**src/design/first_fit_block_allocator_macros.svh**
```systemverilog
// ----------------------------------------------------------------------------
// first-fit block allocator: assertion macros
// clocked assertion wrappers, empty when synthesising
// ----------------------------------------------------------------------------
`ifndef FIRST_FIT_BLOCK_ALLOCATOR_MACROS_SVH
`define FIRST_FIT_BLOCK_ALLOCATOR_MACROS_SVH

`ifndef SYNTHESIS
// assertion disabled while reset is held
`define FFBA_ASSERT(label, clk, rst_n, prop, msg) \
    label: assert property (@(posedge clk) disable iff (!(rst_n)) (prop)) else $error(msg);
// assertion checked at every edge, reset included
`define FFBA_ASSERT_ALWAYS(label, clk, prop, msg) \
    label: assert property (@(posedge clk) (prop)) else $error(msg);
`else
`define FFBA_ASSERT(label, clk, rst_n, prop, msg)
`define FFBA_ASSERT_ALWAYS(label, clk, prop, msg)
`endif

`endif

```
**src/design/ffba_pkg.sv**
```systemverilog
// ----------------------------------------------------------------------------
// ffba_pkg
// shared types and constants of the first-fit block allocator
// ----------------------------------------------------------------------------
`default_nettype none

package ffba_pkg;

    // field widths
    localparam int ADDR_W = 20;
    localparam int SIZE_W = 20;
    localparam int CAP_W  = 21;
    localparam int NEED_W = CAP_W + 1;

    // heap layout
    localparam int              HEADER_BYTES = 24;
    localparam logic [CAP_W-1:0] CAP_LIMIT   = CAP_W'(1) << ADDR_W;
    localparam logic [CAP_W-1:0] CAP_RESET   = CAP_W'(1048576);

    // block table depth default
    localparam int MAX_BLOCKS_DEF = 64;

    // commands
    localparam logic CMD_ALLOC = 1'b0;
    localparam logic CMD_FREE  = 1'b1;

    // result status codes
    typedef enum logic [1:0] {
        ST_OK      = 2'd0,
        ST_ZERO    = 2'd1,
        ST_NOSPACE = 2'd2,
        ST_UNKNOWN = 2'd3
    } t_status;

    // one block table entry
    typedef struct packed {
        logic [ADDR_W-1:0] start;
        logic [SIZE_W-1:0] length;
        logic              is_free;
    } t_entry;

    // table access request
    typedef struct packed {
        logic   rd_en;
        logic   wr_en;
        t_entry wr_entry;
    } t_mem_cmd;

    // one result
    typedef struct packed {
        t_status           status;
        logic [ADDR_W-1:0] addr;
    } t_result;

endpackage

`default_nettype wire

```
**src/design/ffba_table.sv**
```systemverilog
// ----------------------------------------------------------------------------
// ffba_table
// block table memory, one write and one registered read port
// ----------------------------------------------------------------------------
`default_nettype none

module ffba_table
    import ffba_pkg::*;
#(
    parameter int MAX_BLOCKS = MAX_BLOCKS_DEF,
    localparam int IDX_W = $clog2(MAX_BLOCKS)
) (
    input  wire logic             i_clk,
    input  wire t_mem_cmd         i_cmd,
    input  wire logic [IDX_W-1:0] i_rd_addr,
    input  wire logic [IDX_W-1:0] i_wr_addr,
    output t_entry                o_rd_data
);

    t_entry r_mem [MAX_BLOCKS];
    t_entry r_rd_data;

    // write port
    always_ff @(posedge i_clk) begin
        if (i_cmd.wr_en) begin
            r_mem[i_wr_addr] <= i_cmd.wr_entry;
        end
    end

    // read port, registered
    always_ff @(posedge i_clk) begin
        if (i_cmd.rd_en) begin
            r_rd_data <= r_mem[i_rd_addr];
        end
    end

    assign o_rd_data = r_rd_data;

endmodule

`default_nettype wire

```
**src/design/ffba_ctrl.sv**
```systemverilog
// ----------------------------------------------------------------------------
// ffba_ctrl
// command sequencer: scans the block table, updates it and builds results
// ----------------------------------------------------------------------------
`default_nettype none

`include "first_fit_block_allocator_macros.svh"

module ffba_ctrl
    import ffba_pkg::*;
#(
    parameter int MAX_BLOCKS = MAX_BLOCKS_DEF,
    localparam int IDX_W = $clog2(MAX_BLOCKS),
    localparam int CNT_W = $clog2(MAX_BLOCKS + 1)
) (
    input  wire logic              i_clk,
    input  wire logic              i_rst_n,
    // command in
    input  wire logic              i_in_valid,
    output logic                   o_in_ready,
    input  wire logic              i_cmd,
    input  wire logic [SIZE_W-1:0] i_req_size,
    input  wire logic [ADDR_W-1:0] i_address,
    // heap size register
    input  wire logic [CAP_W-1:0]  i_heap_cap,
    // result out
    output logic                   o_res_valid,
    input  wire logic              i_res_ready,
    output t_result                o_res,
    // block table
    output t_mem_cmd               o_mem_cmd,
    output logic [IDX_W-1:0]       o_rd_addr,
    output logic [IDX_W-1:0]       o_wr_addr,
    input  wire t_entry            i_rd_data
);

    typedef enum logic [1:0] {
        S_IDLE,
        S_SCAN,
        S_APPEND,
        S_DONE
    } t_state;

    t_state            r_state,    n_state;
    logic              r_cmd,      n_cmd;
    logic [SIZE_W-1:0] r_size,     n_size;
    logic [ADDR_W-1:0] r_addr_in,  n_addr_in;
    logic [IDX_W-1:0]  r_idx,      n_idx;
    logic [CNT_W-1:0]  r_count,    n_count;
    logic [CAP_W-1:0]  r_heap_top, n_heap_top;
    t_result           r_res,      n_res;

    logic              hit;
    logic              last;
    logic [CAP_W-1:0]  cap_eff;
    logic [NEED_W-1:0] need;
    logic [ADDR_W-1:0] new_start;

    // scan compare on the entry read last cycle
    assign hit  = (r_cmd == CMD_ALLOC)
                ? (i_rd_data.is_free && (i_rd_data.length >= r_size))
                : (i_rd_data.start == r_addr_in);
    assign last = ((CNT_W'(r_idx) + CNT_W'(1)) == r_count);

    // append arithmetic
    assign cap_eff   = (i_heap_cap > CAP_LIMIT) ? CAP_LIMIT : i_heap_cap;
    assign need      = NEED_W'(r_heap_top) + NEED_W'(HEADER_BYTES) + NEED_W'(r_size);
    assign new_start = ADDR_W'(NEED_W'(r_heap_top) + NEED_W'(HEADER_BYTES));

    // next state and table requests
    always_comb begin
        n_state    = r_state;
        n_cmd      = r_cmd;
        n_size     = r_size;
        n_addr_in  = r_addr_in;
        n_idx      = r_idx;
        n_count    = r_count;
        n_heap_top = r_heap_top;
        n_res      = r_res;
        o_mem_cmd  = '0;
        o_rd_addr  = '0;
        o_wr_addr  = '0;
        o_res_valid = 1'b0;
        o_in_ready  = (r_state == S_IDLE);

        unique case (r_state)
            S_IDLE: begin
                if (i_in_valid) begin
                    n_cmd     = i_cmd;
                    n_size    = i_req_size;
                    n_addr_in = i_address;
                    n_idx     = '0;
                    n_res     = '{status: ST_OK, addr: '0};
                    if (i_cmd == CMD_ALLOC && i_req_size == '0) begin
                        n_res.status = ST_ZERO;
                        n_state      = S_DONE;
                    end else if (i_cmd == CMD_FREE && i_address == '0) begin
                        n_state = S_DONE;
                    end else if (r_count == '0) begin
                        if (i_cmd == CMD_ALLOC) begin
                            n_state = S_APPEND;
                        end else begin
                            n_res.status = ST_UNKNOWN;
                            n_state      = S_DONE;
                        end
                    end else begin
                        o_mem_cmd.rd_en = 1'b1;
                        o_rd_addr       = '0;
                        n_state         = S_SCAN;
                    end
                end
            end
            S_SCAN: begin
                if (hit) begin
                    // reuse or release the matching block
                    o_mem_cmd.wr_en            = 1'b1;
                    o_mem_cmd.wr_entry         = i_rd_data;
                    o_mem_cmd.wr_entry.is_free = (r_cmd == CMD_FREE);
                    o_wr_addr                  = r_idx;
                    n_res.status = ST_OK;
                    n_res.addr   = (r_cmd == CMD_ALLOC) ? i_rd_data.start : '0;
                    n_state      = S_DONE;
                end else if (last) begin
                    if (r_cmd == CMD_ALLOC) begin
                        n_state = S_APPEND;
                    end else begin
                        n_res.status = ST_UNKNOWN;
                        n_state      = S_DONE;
                    end
                end else begin
                    o_mem_cmd.rd_en = 1'b1;
                    o_rd_addr       = r_idx + IDX_W'(1);
                    n_idx           = r_idx + IDX_W'(1);
                end
            end
            S_APPEND: begin
                if (r_count >= CNT_W'(MAX_BLOCKS) || need > NEED_W'(cap_eff)) begin
                    n_res.status = ST_NOSPACE;
                end else begin
                    o_mem_cmd.wr_en    = 1'b1;
                    o_mem_cmd.wr_entry = '{start: new_start, length: r_size, is_free: 1'b0};
                    o_wr_addr          = IDX_W'(r_count);
                    n_count            = r_count + CNT_W'(1);
                    n_heap_top         = CAP_W'(need);
                    n_res.status       = ST_OK;
                    n_res.addr         = new_start;
                end
                n_state = S_DONE;
            end
            S_DONE: begin
                o_res_valid = i_res_ready;
                if (i_res_ready) begin
                    n_state = S_IDLE;
                end
            end
            default: begin
                n_state = S_IDLE;
            end
        endcase
    end

    // state and registered values
    always_ff @(posedge i_clk) begin
        if (!i_rst_n) begin
            r_state    <= S_IDLE;
            r_count    <= '0;
            r_heap_top <= '0;
        end else begin
            r_state    <= n_state;
            r_count    <= n_count;
            r_heap_top <= n_heap_top;
        end
        r_cmd     <= n_cmd;
        r_size    <= n_size;
        r_addr_in <= n_addr_in;
        r_idx     <= n_idx;
        r_res     <= n_res;
    end

    assign o_res = r_res;

    // checks
    `FFBA_ASSERT(a_no_write_idle, i_clk, i_rst_n,
        (r_state == S_IDLE) |-> !o_mem_cmd.wr_en, "table write while idle")
    `FFBA_ASSERT(a_count_bound, i_clk, i_rst_n,
        r_count <= CNT_W'(MAX_BLOCKS), "block count above table depth")
    `FFBA_ASSERT(a_read_in_range, i_clk, i_rst_n,
        o_mem_cmd.rd_en |-> (CNT_W'(o_rd_addr) < r_count), "read beyond last block")
    `FFBA_ASSERT(a_scan_has_data, i_clk, i_rst_n,
        (r_state == S_SCAN) |-> $past(o_mem_cmd.rd_en), "scan compare without a read")

endmodule

`default_nettype wire

```
**src/design/first_fit_block_allocator.sv**
```systemverilog
// sequence: a zero-size allocate, null free or free on an empty table goes straight to the result;
//   otherwise a scan of the entries ends on a match or an unknown address; an allocate with no
//   match, or on an empty table, then appends a new block (at most MAX_BLOCKS blocks)
// throughput: one command at a time; the next command is taken only once the last result is handed on
// reset: synchronous, active low; clears block count, heap top, control and capacity
//   (to 1048576); table contents are not cleared and need no clearing pass
// ----------------------------------------------------------------------------
// first_fit_block_allocator
// first-fit heap allocator over an append-only block table held in memory
// ----------------------------------------------------------------------------
`default_nettype none

module first_fit_block_allocator
    import ffba_pkg::*;
#(
    parameter int MAX_BLOCKS = MAX_BLOCKS_DEF
) (
    input  wire logic        i_clk,
    input  wire logic        i_rst_n,
    // command stream
    input  wire logic        s_axis_tvalid,
    output logic             s_axis_tready,
    input  wire logic [39:0] s_axis_tdata,   // req_size[19:0], address[39:20]
    input  wire logic [0:0]  s_axis_tuser,   // cmd[0]
    // result stream
    output logic             m_axis_tvalid,
    input  wire logic        m_axis_tready,
    output logic [23:0]      m_axis_tdata,   // address_res[19:0], status[21:20], zero[23:22]
    // heap capacity register write
    input  wire logic        i_cfg_valid,
    output logic             o_cfg_ready,
    input  wire logic [20:0] i_cfg_data      // heap_capacity[20:0]
);

    localparam int IDX_W = $clog2(MAX_BLOCKS);

    logic [CAP_W-1:0] r_heap_cap;
    logic             r_m_valid;
    t_result          r_m_res;

    logic             slot_free;
    logic             res_valid;
    t_result          res;
    t_mem_cmd         mem_cmd;
    logic [IDX_W-1:0] rd_addr;
    logic [IDX_W-1:0] wr_addr;
    t_entry           rd_data;

    // capacity register
    assign o_cfg_ready = 1'b1;
    always_ff @(posedge i_clk) begin
        if (!i_rst_n) begin
            r_heap_cap <= CAP_RESET;
        end else if (i_cfg_valid) begin
            r_heap_cap <= i_cfg_data;
        end
    end

    // sequencer
    ffba_ctrl #(
        .MAX_BLOCKS (MAX_BLOCKS)
    ) u_ctrl (
        .i_clk       (i_clk),
        .i_rst_n     (i_rst_n),
        .i_in_valid  (s_axis_tvalid),
        .o_in_ready  (s_axis_tready),
        .i_cmd       (s_axis_tuser[0]),
        .i_req_size  (s_axis_tdata[19:0]),
        .i_address   (s_axis_tdata[39:20]),
        .i_heap_cap  (r_heap_cap),
        .o_res_valid (res_valid),
        .i_res_ready (slot_free),
        .o_res       (res),
        .o_mem_cmd   (mem_cmd),
        .o_rd_addr   (rd_addr),
        .o_wr_addr   (wr_addr),
        .i_rd_data   (rd_data)
    );

    // block table
    ffba_table #(
        .MAX_BLOCKS (MAX_BLOCKS)
    ) u_table (
        .i_clk     (i_clk),
        .i_cmd     (mem_cmd),
        .i_rd_addr (rd_addr),
        .i_wr_addr (wr_addr),
        .o_rd_data (rd_data)
    );

    // output register
    assign slot_free = !r_m_valid || m_axis_tready;
    always_ff @(posedge i_clk) begin
        if (!i_rst_n) begin
            r_m_valid <= 1'b0;
        end else if (res_valid) begin
            r_m_valid <= 1'b1;
        end else if (m_axis_tready) begin
            r_m_valid <= 1'b0;
        end
        if (res_valid) begin
            r_m_res <= res;
        end
    end

    assign m_axis_tvalid = r_m_valid;
    assign m_axis_tdata  = {2'b00, r_m_res.status, r_m_res.addr};

endmodule

`default_nettype wire
```
**config.mk**
```make
export PLATFORM = sky130hd
export DESIGN_NAME = first_fit_block_allocator
export DESIGN_NICKNAME = d
export VERILOG_FILES = /design/src/design/ffba_pkg.sv /design/src/design/ffba_table.sv /design/src/design/ffba_ctrl.sv /design/src/design/first_fit_block_allocator.sv
export VERILOG_INCLUDE_DIRS = /design/src /design/src/design
export SDC_FILE = /design/constraint.sdc
export NUM_CORES = 2
export LEC_CHECK = 0
export ABC_AREA = 1
export BUFFER_PORTS_ARGS = -buffer_cell sky130_fd_sc_hd__buf_2
export CORE_UTILIZATION = 50
export CTS_BUF_LIST = sky130_fd_sc_hd__clkbuf_8
export DETAILED_ROUTE_END_ITERATION = 10
export PLACE_DENSITY = 0.71
export SYNTH_ARGS = -nofsm -noshare
export SYNTH_HDL_FRONTEND = slang
export SYNTH_HIERARCHICAL = 1
export SYNTH_SLANG_ARGS = --single-unit
```
**constraint.sdc**
```tcl
create_clock -name i_clk -period 14.3 [get_ports i_clk]
set_clock_uncertainty 0.1 [all_clocks]
set_input_delay 2.145 -clock i_clk [delete_from_list [all_inputs] [get_ports i_clk]]
set_output_delay 2.145 -clock i_clk [all_outputs]
set_load 0.01 [all_outputs]
```
Word level (Yosys, flattened, before mapping)
Memories as Yosys holds them, arrays and structs flattened. A register that Yosys moved wholly into a read port is not among the register bits.
Index checks and enable logic that the tools add are counted.
{"block": "word_totals", "memories": 1, "ramBits": 2624, "wordCells": 107, "out_inout_bits": 27, "register_bits": 143}
{"name": "u_table.r_mem", "words": 64, "width": 41, "rd": 1, "rd_ports_with_merged_regs": 1, "wr": 1, "line_no": "ffba_table.sv:20", "text": "t_entry r_mem [MAX_BLOCKS];"}
{"block": "classes", "addsub": 5, "magnitude_cmp": 4, "muxes": 50, "reduce_logical": 19, "n_bitwise": 2, "eq_ne": 13}
{"cell": "$mux W42", "count": 2}
{"cell": "$pmux W42 S2", "count": 1}
{"cell": "$pmux W22 S3", "count": 1}
{"cell": "$mux W20", "count": 3}
{"cell": "$mux W6", "count": 8}
{"cell": "$logic_not A20 Y1", "count": 2}
{"cell": "$mux W2", "count": 15}
{"cell": "$pmux W6 S2", "count": 2}
{"cell": "$add A21 B5 Y22 const B", "count": 1}
{"cell": "$add A22 B20 Y22", "count": 1}
{"cell": "$gt A22 B21 Y1", "count": 1}
{"cell": "$mux W22", "count": 1}
{"cell": "$gt A21 B21 Y1 const B", "count": 1}
{"cell": "$mux W21", "count": 1}
{"cell": "$eq A20 B20 Y1", "count": 1}
{"cell": "$ge A20 B20 Y1", "count": 1}
{"cell": "$mux W1", "count": 14}
{"cell": "$reduce_and A4 Y1", "count": 3}
{"cell": "$ne A2 B2 Y1 const B", "count": 4}
{"cell": "$pmux W2 S4", "count": 1}
{"cell": "$add A6 B1 Y7 const B", "count": 1}
{"cell": "$add A7 B1 Y7 const B", "count": 1}
{"cell": "$eq A7 B7 Y1", "count": 1}
{"cell": "$ge A7 B7 Y1 const B", "count": 1}
{"cell": "other kinds (16)", "count": 25}

Longest topological paths before layout
{"block": "logic_depth", "word_depth": 8, "mapped_depth": 37, "depth_no_buf": 35}

Hierarchy
Netlist, hierarchy kept.
{"mod": "ffba_table", "seq_area_each_um2": 80026.8, "cells_each": 8640, "area_per_inst_um2": 106414.6, "instances": 1}
{"mod": "ffba_ctrl", "seq_area_each_um2": 2672.6, "cells_each": 1140, "area_per_inst_um2": 8132.8, "instances": 1}
{"mod": "first_fit_block_allocator", "seq_area_each_um2": 1101.1, "cells_each": 124, "area_per_inst_um2": 1555.2, "instances": 1}

Worst setup path after synthesis
OpenSTA, ideal clock, no wires.
{"block": "synth_timing", "path_type": "flip-flop to flip-flop", "from": "reg u_ctrl.r_heap_top[3]", "to": "mem u_table/r_mem[50][0] (netlist name), enable pin", "slack_ps": 5066, "path_stages_with_launch": 34, "synth_period_minus_slack_ps": 9234, "setup_ps": 543, "required_time_ps": 13657, "arrival_ps": 8591, "cell_sequence": "dfxtp_1 inv_1 ha_1 nor3_4 nand3_2 nor2_1 inv_1 nor2_1 xor2_1 inv_1 ha_1 nand2_1 nor2_1 inv_1 nor2_1 nor2_1 o21ai_0 nand2_1 nand2_1 xor2_1 inv_1 ha_1 nand2_1 nor4b_1 nand4_1 nand2_1 nand2_1 nor2_8 buf_6 nand3_1 a21oi_1 clkbuf_1 inv_1 nor4_1"}
{"element": "start: declaration", "line_no": "ffba_ctrl.sv:50", "text": "logic [CAP_W-1:0] r_heap_top, n_heap_top;"}
{"element": "start signal: assignment", "line_no": "ffba_ctrl.sv:171", "text": "r_heap_top <= n_heap_top;"}
{"element": "$add A21 B5 Y22", "line_no": "ffba_ctrl.sv:67", "text": "assign need = NEED_W'(r_heap_top) + NEED_W'(HEADER_BYTES) + NEED_W'(r_size);"}
{"element": "$add A22 B20 Y22", "line_no": "ffba_ctrl.sv:67"}
{"element": "named net u_ctrl.need[18]", "line_no": "ffba_ctrl.sv:56", "text": "logic [NEED_W-1:0] need;"}
{"element": "$gt A22 B21 Y1", "line_no": "ffba_ctrl.sv:137", "text": "if (r_count >= CNT_W'(MAX_BLOCKS) || need > NEED_W'(cap_eff)) begin"}
{"element": "$logic_or A1 B1 Y1", "line_no": "ffba_ctrl.sv:137"}
{"element": "$mux W6", "line_no": "ffba_ctrl.sv:137"}
{"element": "$pmux W6 S2", "line_no": "ffba_ctrl.sv:86", "text": "unique case (r_state)"}
{"element": "named net wr_addr[1]", "line_no": "first_fit_block_allocator.sv:46", "text": "logic [IDX_W-1:0] wr_addr;"}
{"element": "end: declaration", "line_no": "ffba_table.sv:20"}
The timed path passes the listed nets, and every way through them passes these cells.

Worst setup path after layout
{"block": "layout_timing", "from": "reg u_ctrl.r_heap_top[3]", "to": "mem u_table/r_mem[40][21] (netlist name), enable pin"}
The elaborated chain is that of the path after synthesis.

==> impl_summary.txt <==
----------------------------------------------------
[Routing]
  Post-detailed-route wirelength per cell ... between 20 and 30 um
  WL met3 ... 42720 um
  Total via count after detailed routing ... 79306
  Drt via density ... approximately 5.9
  Met2 wirelength from detailed routing ... between 100000 and 150000 um
  Wire length reported by the detailed router ... 335400 um
  First-pass iteration count of the detailed router ... 6
  WL met1 ... between 100000 and 150000 um
  Iteration-0 DRC Markers ... between 10000 and 15000
  # DRC ... 0
  Remaining number of nets flagged by the antenna check after routing ... 0
  Top routing layer used ... met5

[Setup path]
  Number of cells on the critical path ... 30
  Startpoint of the worst register-to-register path ... u_ctrl/r_heap_top[3]
  Beginning of the critical path ... u_ctrl/r_heap_top[3]
  Worst Path Class, Setup ... reg2reg
  Capture point of the critical path ... u_table/r_mem[40][21]
  Terminus of the critical flop-to-flop path ... u_table/r_mem[40][21]
  Kind of launch point of the worst setup path ... flip-flop
  Library cell appearing most often on the critical path ... sky130_fd_sc_hd__nand2_1
  Highest cell delay on the worst timing path ... around 1.3 ns
  Maximum fanout along the worst path ... just over 40
  Crit path max-delay cell type ... sky130_fd_sc_hd__nor2_4
  Count of buffering cells on the critical path with inverters included ... 5
  Type of destination of the critical path ... flip-flop
  Worst reg2reg setup slack ... 5.53 ns
  Data required, critical path ... around 15 ns
  Worst EP arrival ... ~9.4 ns
  FF-to-FF path depth ... 30
  Cell family contributing the most delay on the critical path ... simple AND/OR/NAND/NOR gates

[Timing]
  Count of pins over their slew limit ... 0
  Unrepaired setup endpoints after global routing ... no
  Slew headroom ... under 10%
  Final setup violation count ... 0
  Number of hold-slack violations in the final timing report ... 0
  Sum Neg Setup Slack ... 0 ns
  Tightest hold margin ... around 0.31 ns
  Final period utilization ... between 60% and 70%
  Worst slew pin tran ... 1.371 ns
  Tmin final ... ~8.8 ns
  Achievable frequency ... 114.1 MHz

[Final layout]
  Non-filler cells, final ... between 10000 and 15000
  Filler cells ... 18621
  Fraction of layout cells with a size suffix above 1 ... under 10%
  Most common library cell in the layout ignoring fill and taps ... sky130_fd_sc_hd__nand2_1
  Layout Nets ... 10138
  Share of the core filled with cells ... a little under three fifths
  Commonest non-fill, non-tap cells in the layout ... 3126 x sky130_fd_sc_hd__nand2_1, 2756 x sky130_fd_sc_hd__edfxtp_1, 2582 x sky130_fd_sc_hd__nand3_1, 450 x sky130_fd_sc_hd__clkbuf_8, 271 x sky130_fd_sc_hd__inv_1
  Layout-stage area growth over the synthesis result ... 9.606%

[Global routing]
  GRT Resource Usage Total ... between 20 and 30%
  Number of antenna violations at the first check in global routing ... 22
  Largest net degree at the start of global routing ... about 240
  Wire length of the first global-routing pass ... slightly below 500000 um
  Total congestion overflow ... 0
  Number of global-route vias before repair ... around 74000

[Logic synthesis]
  Most used flip-flop cell after synthesis ... sky130_fd_sc_hd__edfxtp_1
  Number of register bits inferred by synthesis ... between 2000 and 3000
  Area fraction of the dominant cell type after synthesis ... roughly 71%
  EDFF count, synth ... roughly 2800
  Post-synthesis sequential area ratio ... about 72%
  Biggest area contributors in the synthesized netlist ... sky130_fd_sc_hd__edfxtp_1 71%, sky130_fd_sc_hd__nand3_1 11%, sky130_fd_sc_hd__nand2_1 10%
  Asr flop ratio synth ... 0%
  Post-synth design cell area ... 0.1161 mm2
  Average cell area after synthesis ... approximately 12 um2
  Number of synthesis warnings ... 6
  Cell accounting for the most synthesized area ... sky130_fd_sc_hd__edfxtp_1
  Count of mapped cells out of synthesis ... 9904
  Number of distinct library cell variants in the gate-level netlist after synthesis ... 50

[Clock tree]
  Hold bufs inserted after CTS ... 0
  Clock transition at the registers of the reported paths ... about 0.06 ns
  Inserted Clock Buffers ... 445
  H-tree levels ... 5
  Clock root buffer ... sky130_fd_sc_hd__clkbuf_8
  Sinks on Clock Net ... around 2800
  Maximum number of buffers from clock root to sink ... 4
  Post-CTS resize count ... 0
  Setup Buffers After CTS ... 0
  TritonCTS clock tree ... built
  Worst-Skew Late Latency ... between 1 and 1.5 ns

[Power and ir drop]
  Leak pwr ... 45.00 nW
  Largest vdd supply drop ... 166.6 uV
  Sequential Power Share ... 40.0%
  Sw frac ... about 40%
  Part of the total power dissipated in combinational logic ... 35.0%
  Net switching component of the power ... slightly below 0.01 W
  Internal Power ... between 0.01 and 0.015 W
  Power density normalized to cell area ... between 150 and 200 mW/mm2
  Part of the total power dissipated in the clock network ... between 20% and 30%

[Floorplan]
  Number of placement rows ... around 180
  Die Outline Area ... ~0.23 mm2
  Area of the placeable core ... about 0.23 mm2
  Initial Util ... between 50% and 60%
  Die span in x ... between 400 and 500 um
  Y dimension of the die ... about 480 um
  I/O pin count ... between 90 and 100

[Run]
  Reported max-cap violation count ... 0

[Place]
  Number of placed cells counting well taps ... approximately 13000
  Detailed placer's ending HPWL ... approximately 190000 um
  RePlAce Congestion ... 0.9506
  Number of input and output port buffers inserted ... 90

[Hold path]
  Hold/Removal Path Class ... reg2reg

[Status]
  Status ... finished clean

----------------------------------------------------
==> flip-flops by register name (all words and copies together) (netlist names), 20 cells and up <==
register	cells
m_axis_tdata	22
u_ctrl/r_size	20
u_ctrl/o_res	22
u_table/r_mem	2624
u_ctrl/r_heap_top	21
u_ctrl/r_addr_in	20
u_table/o_rd_data	41
r_heap_cap	21
==> worst register-to-register path, delay by kind of cell (launching register included) <==
family | cells | cell delay [ns]
adder cells (fa/ha/maj) | 3 | 0.94
AND/OR/NAND/NOR | 18 | 4.78
buffers and inverters | 5 | 0.74
flip-flops | 1 | 0.35
XOR/XNOR | 2 | 0.41
AO/OA/AOI/OAI | 2 | 1.11
==> area by class of cell <==
cell class	count	area, um2	share of cell area [%]
Timing Repair Buffer	275	1977	1.553
Antenna cell	6	15.01	0.01180
Multi-Input combinational cell	6309	29360	23.08
Sequential cell	2808	83800	65.85
Tap cell	3026	3786	2.975
Clock buffer	450	6193	4.867
Clock inverter	295	1473	1.157
Inverter	160	645.6	0.5073
==> Yosys cell counts, types with 2 or more instances <==
library cell               count
sky130_fd_sc_hd__a21boi_0      2
sky130_fd_sc_hd__a21oi_1     108
sky130_fd_sc_hd__a31oi_1       3
sky130_fd_sc_hd__buf_1        70
sky130_fd_sc_hd__buf_12        2
sky130_fd_sc_hd__buf_2       334
sky130_fd_sc_hd__buf_4        65
sky130_fd_sc_hd__buf_6        34
sky130_fd_sc_hd__clkbuf_1    122
sky130_fd_sc_hd__conb_1        2
sky130_fd_sc_hd__dfxtp_1      52
sky130_fd_sc_hd__edfxtp_1   2756
sky130_fd_sc_hd__ha_1         71
sky130_fd_sc_hd__inv_1       152
sky130_fd_sc_hd__inv_2         7
sky130_fd_sc_hd__nand2_1    3126
sky130_fd_sc_hd__nand2_2       3
sky130_fd_sc_hd__nand3_1    2582
sky130_fd_sc_hd__nand3_2       3
sky130_fd_sc_hd__nand3b_1      3
sky130_fd_sc_hd__nand4_1      26
sky130_fd_sc_hd__nor2_1      207
sky130_fd_sc_hd__nor2_2       20
sky130_fd_sc_hd__nor2_4        4
sky130_fd_sc_hd__nor3_1        8
sky130_fd_sc_hd__nor4_1       24
sky130_fd_sc_hd__o21ai_0      27
sky130_fd_sc_hd__o21ai_1      10
sky130_fd_sc_hd__o21bai_1      3
sky130_fd_sc_hd__o22ai_1       2
sky130_fd_sc_hd__or2_2         5
sky130_fd_sc_hd__xnor2_1      17
sky130_fd_sc_hd__xor2_1       37
==> cells by family after synthesis <==
| group | Yosys count | share of synthesized area [%] |
|---|---|---|
| buffers and inverters | 788 | 3.377 |
| adder cells (fa/ha/maj) | 72 | 0.7824 |
| other | 2 | 0.006468 |
| XOR/XNOR | 54 | 0.4074 |
| AO/OA/AOI/OAI | 161 | 0.7285 |
| AND/OR/NAND/NOR | 6019 | 22.52 |
| flip-flops | 2808 | 72.18 |
==> stage by stage <==
stage / total power (W) / cell area, um2 / worst slack [ns]
floorplan: 0.01509 / 116100 / 5.066
global placement: 0.01806 / 119500 / 5.699
detailed placement: 0.01819 / 119500 / 5.675
CTS: 0.02419 / 127200 / 5.681
global route: 0.02531 / 127200 / 5.120
finish: 0.02435 / 127300 / 5.532
==> per-layer routing <==
| layer | vias to the layer above | GRT usage (%) |
|---|---|---|
| met5 | - | 0 |
| met4 | 4 | 13.48 |
| met3 | 715 | 7.341 |
| met2 | 5123 | 40.91 |
| met1 | 38248 | 39.13 |
| li1 | 35216 | - |
==> power groups by stage <==
stage | sequential [W] | clock (W) | combinational, W
6_report | 0.00974 | 0.00609 | 0.00853
2_1_floorplan | 0.00981 | 0 | 0.00528
3_5_place_dp | 0.00990 | 0 | 0.00829
4_1_cts | 0.00973 | 0.00615 | 0.00831
3_3_place_gp | 0.00989 | 0 | 0.00817
5_1_grt | 0.00974 | 0.00649 | 0.00909
==> worst min-delay path by stage <==
stage	end	cells past startpoint	start	slack [ns]
final	m_axis_tdata[15]	0	u_ctrl/o_res[15]	0.31
after global routing	m_axis_tdata[16]	0	u_ctrl/o_res[16]	0.33
after CTS	m_axis_tdata[15]	0	u_ctrl/o_res[15]	0.32
after detailed placement	m_axis_tdata[15]	0	u_ctrl/o_res[15]	0.31
after global placement	m_axis_tdata[16]	0	u_ctrl/o_res[16]	0.31
after floorplan	m_axis_tdata[0]	0	u_ctrl/o_res[0]	0.30
No activity file was read; power rests on OpenSTA's default activity.
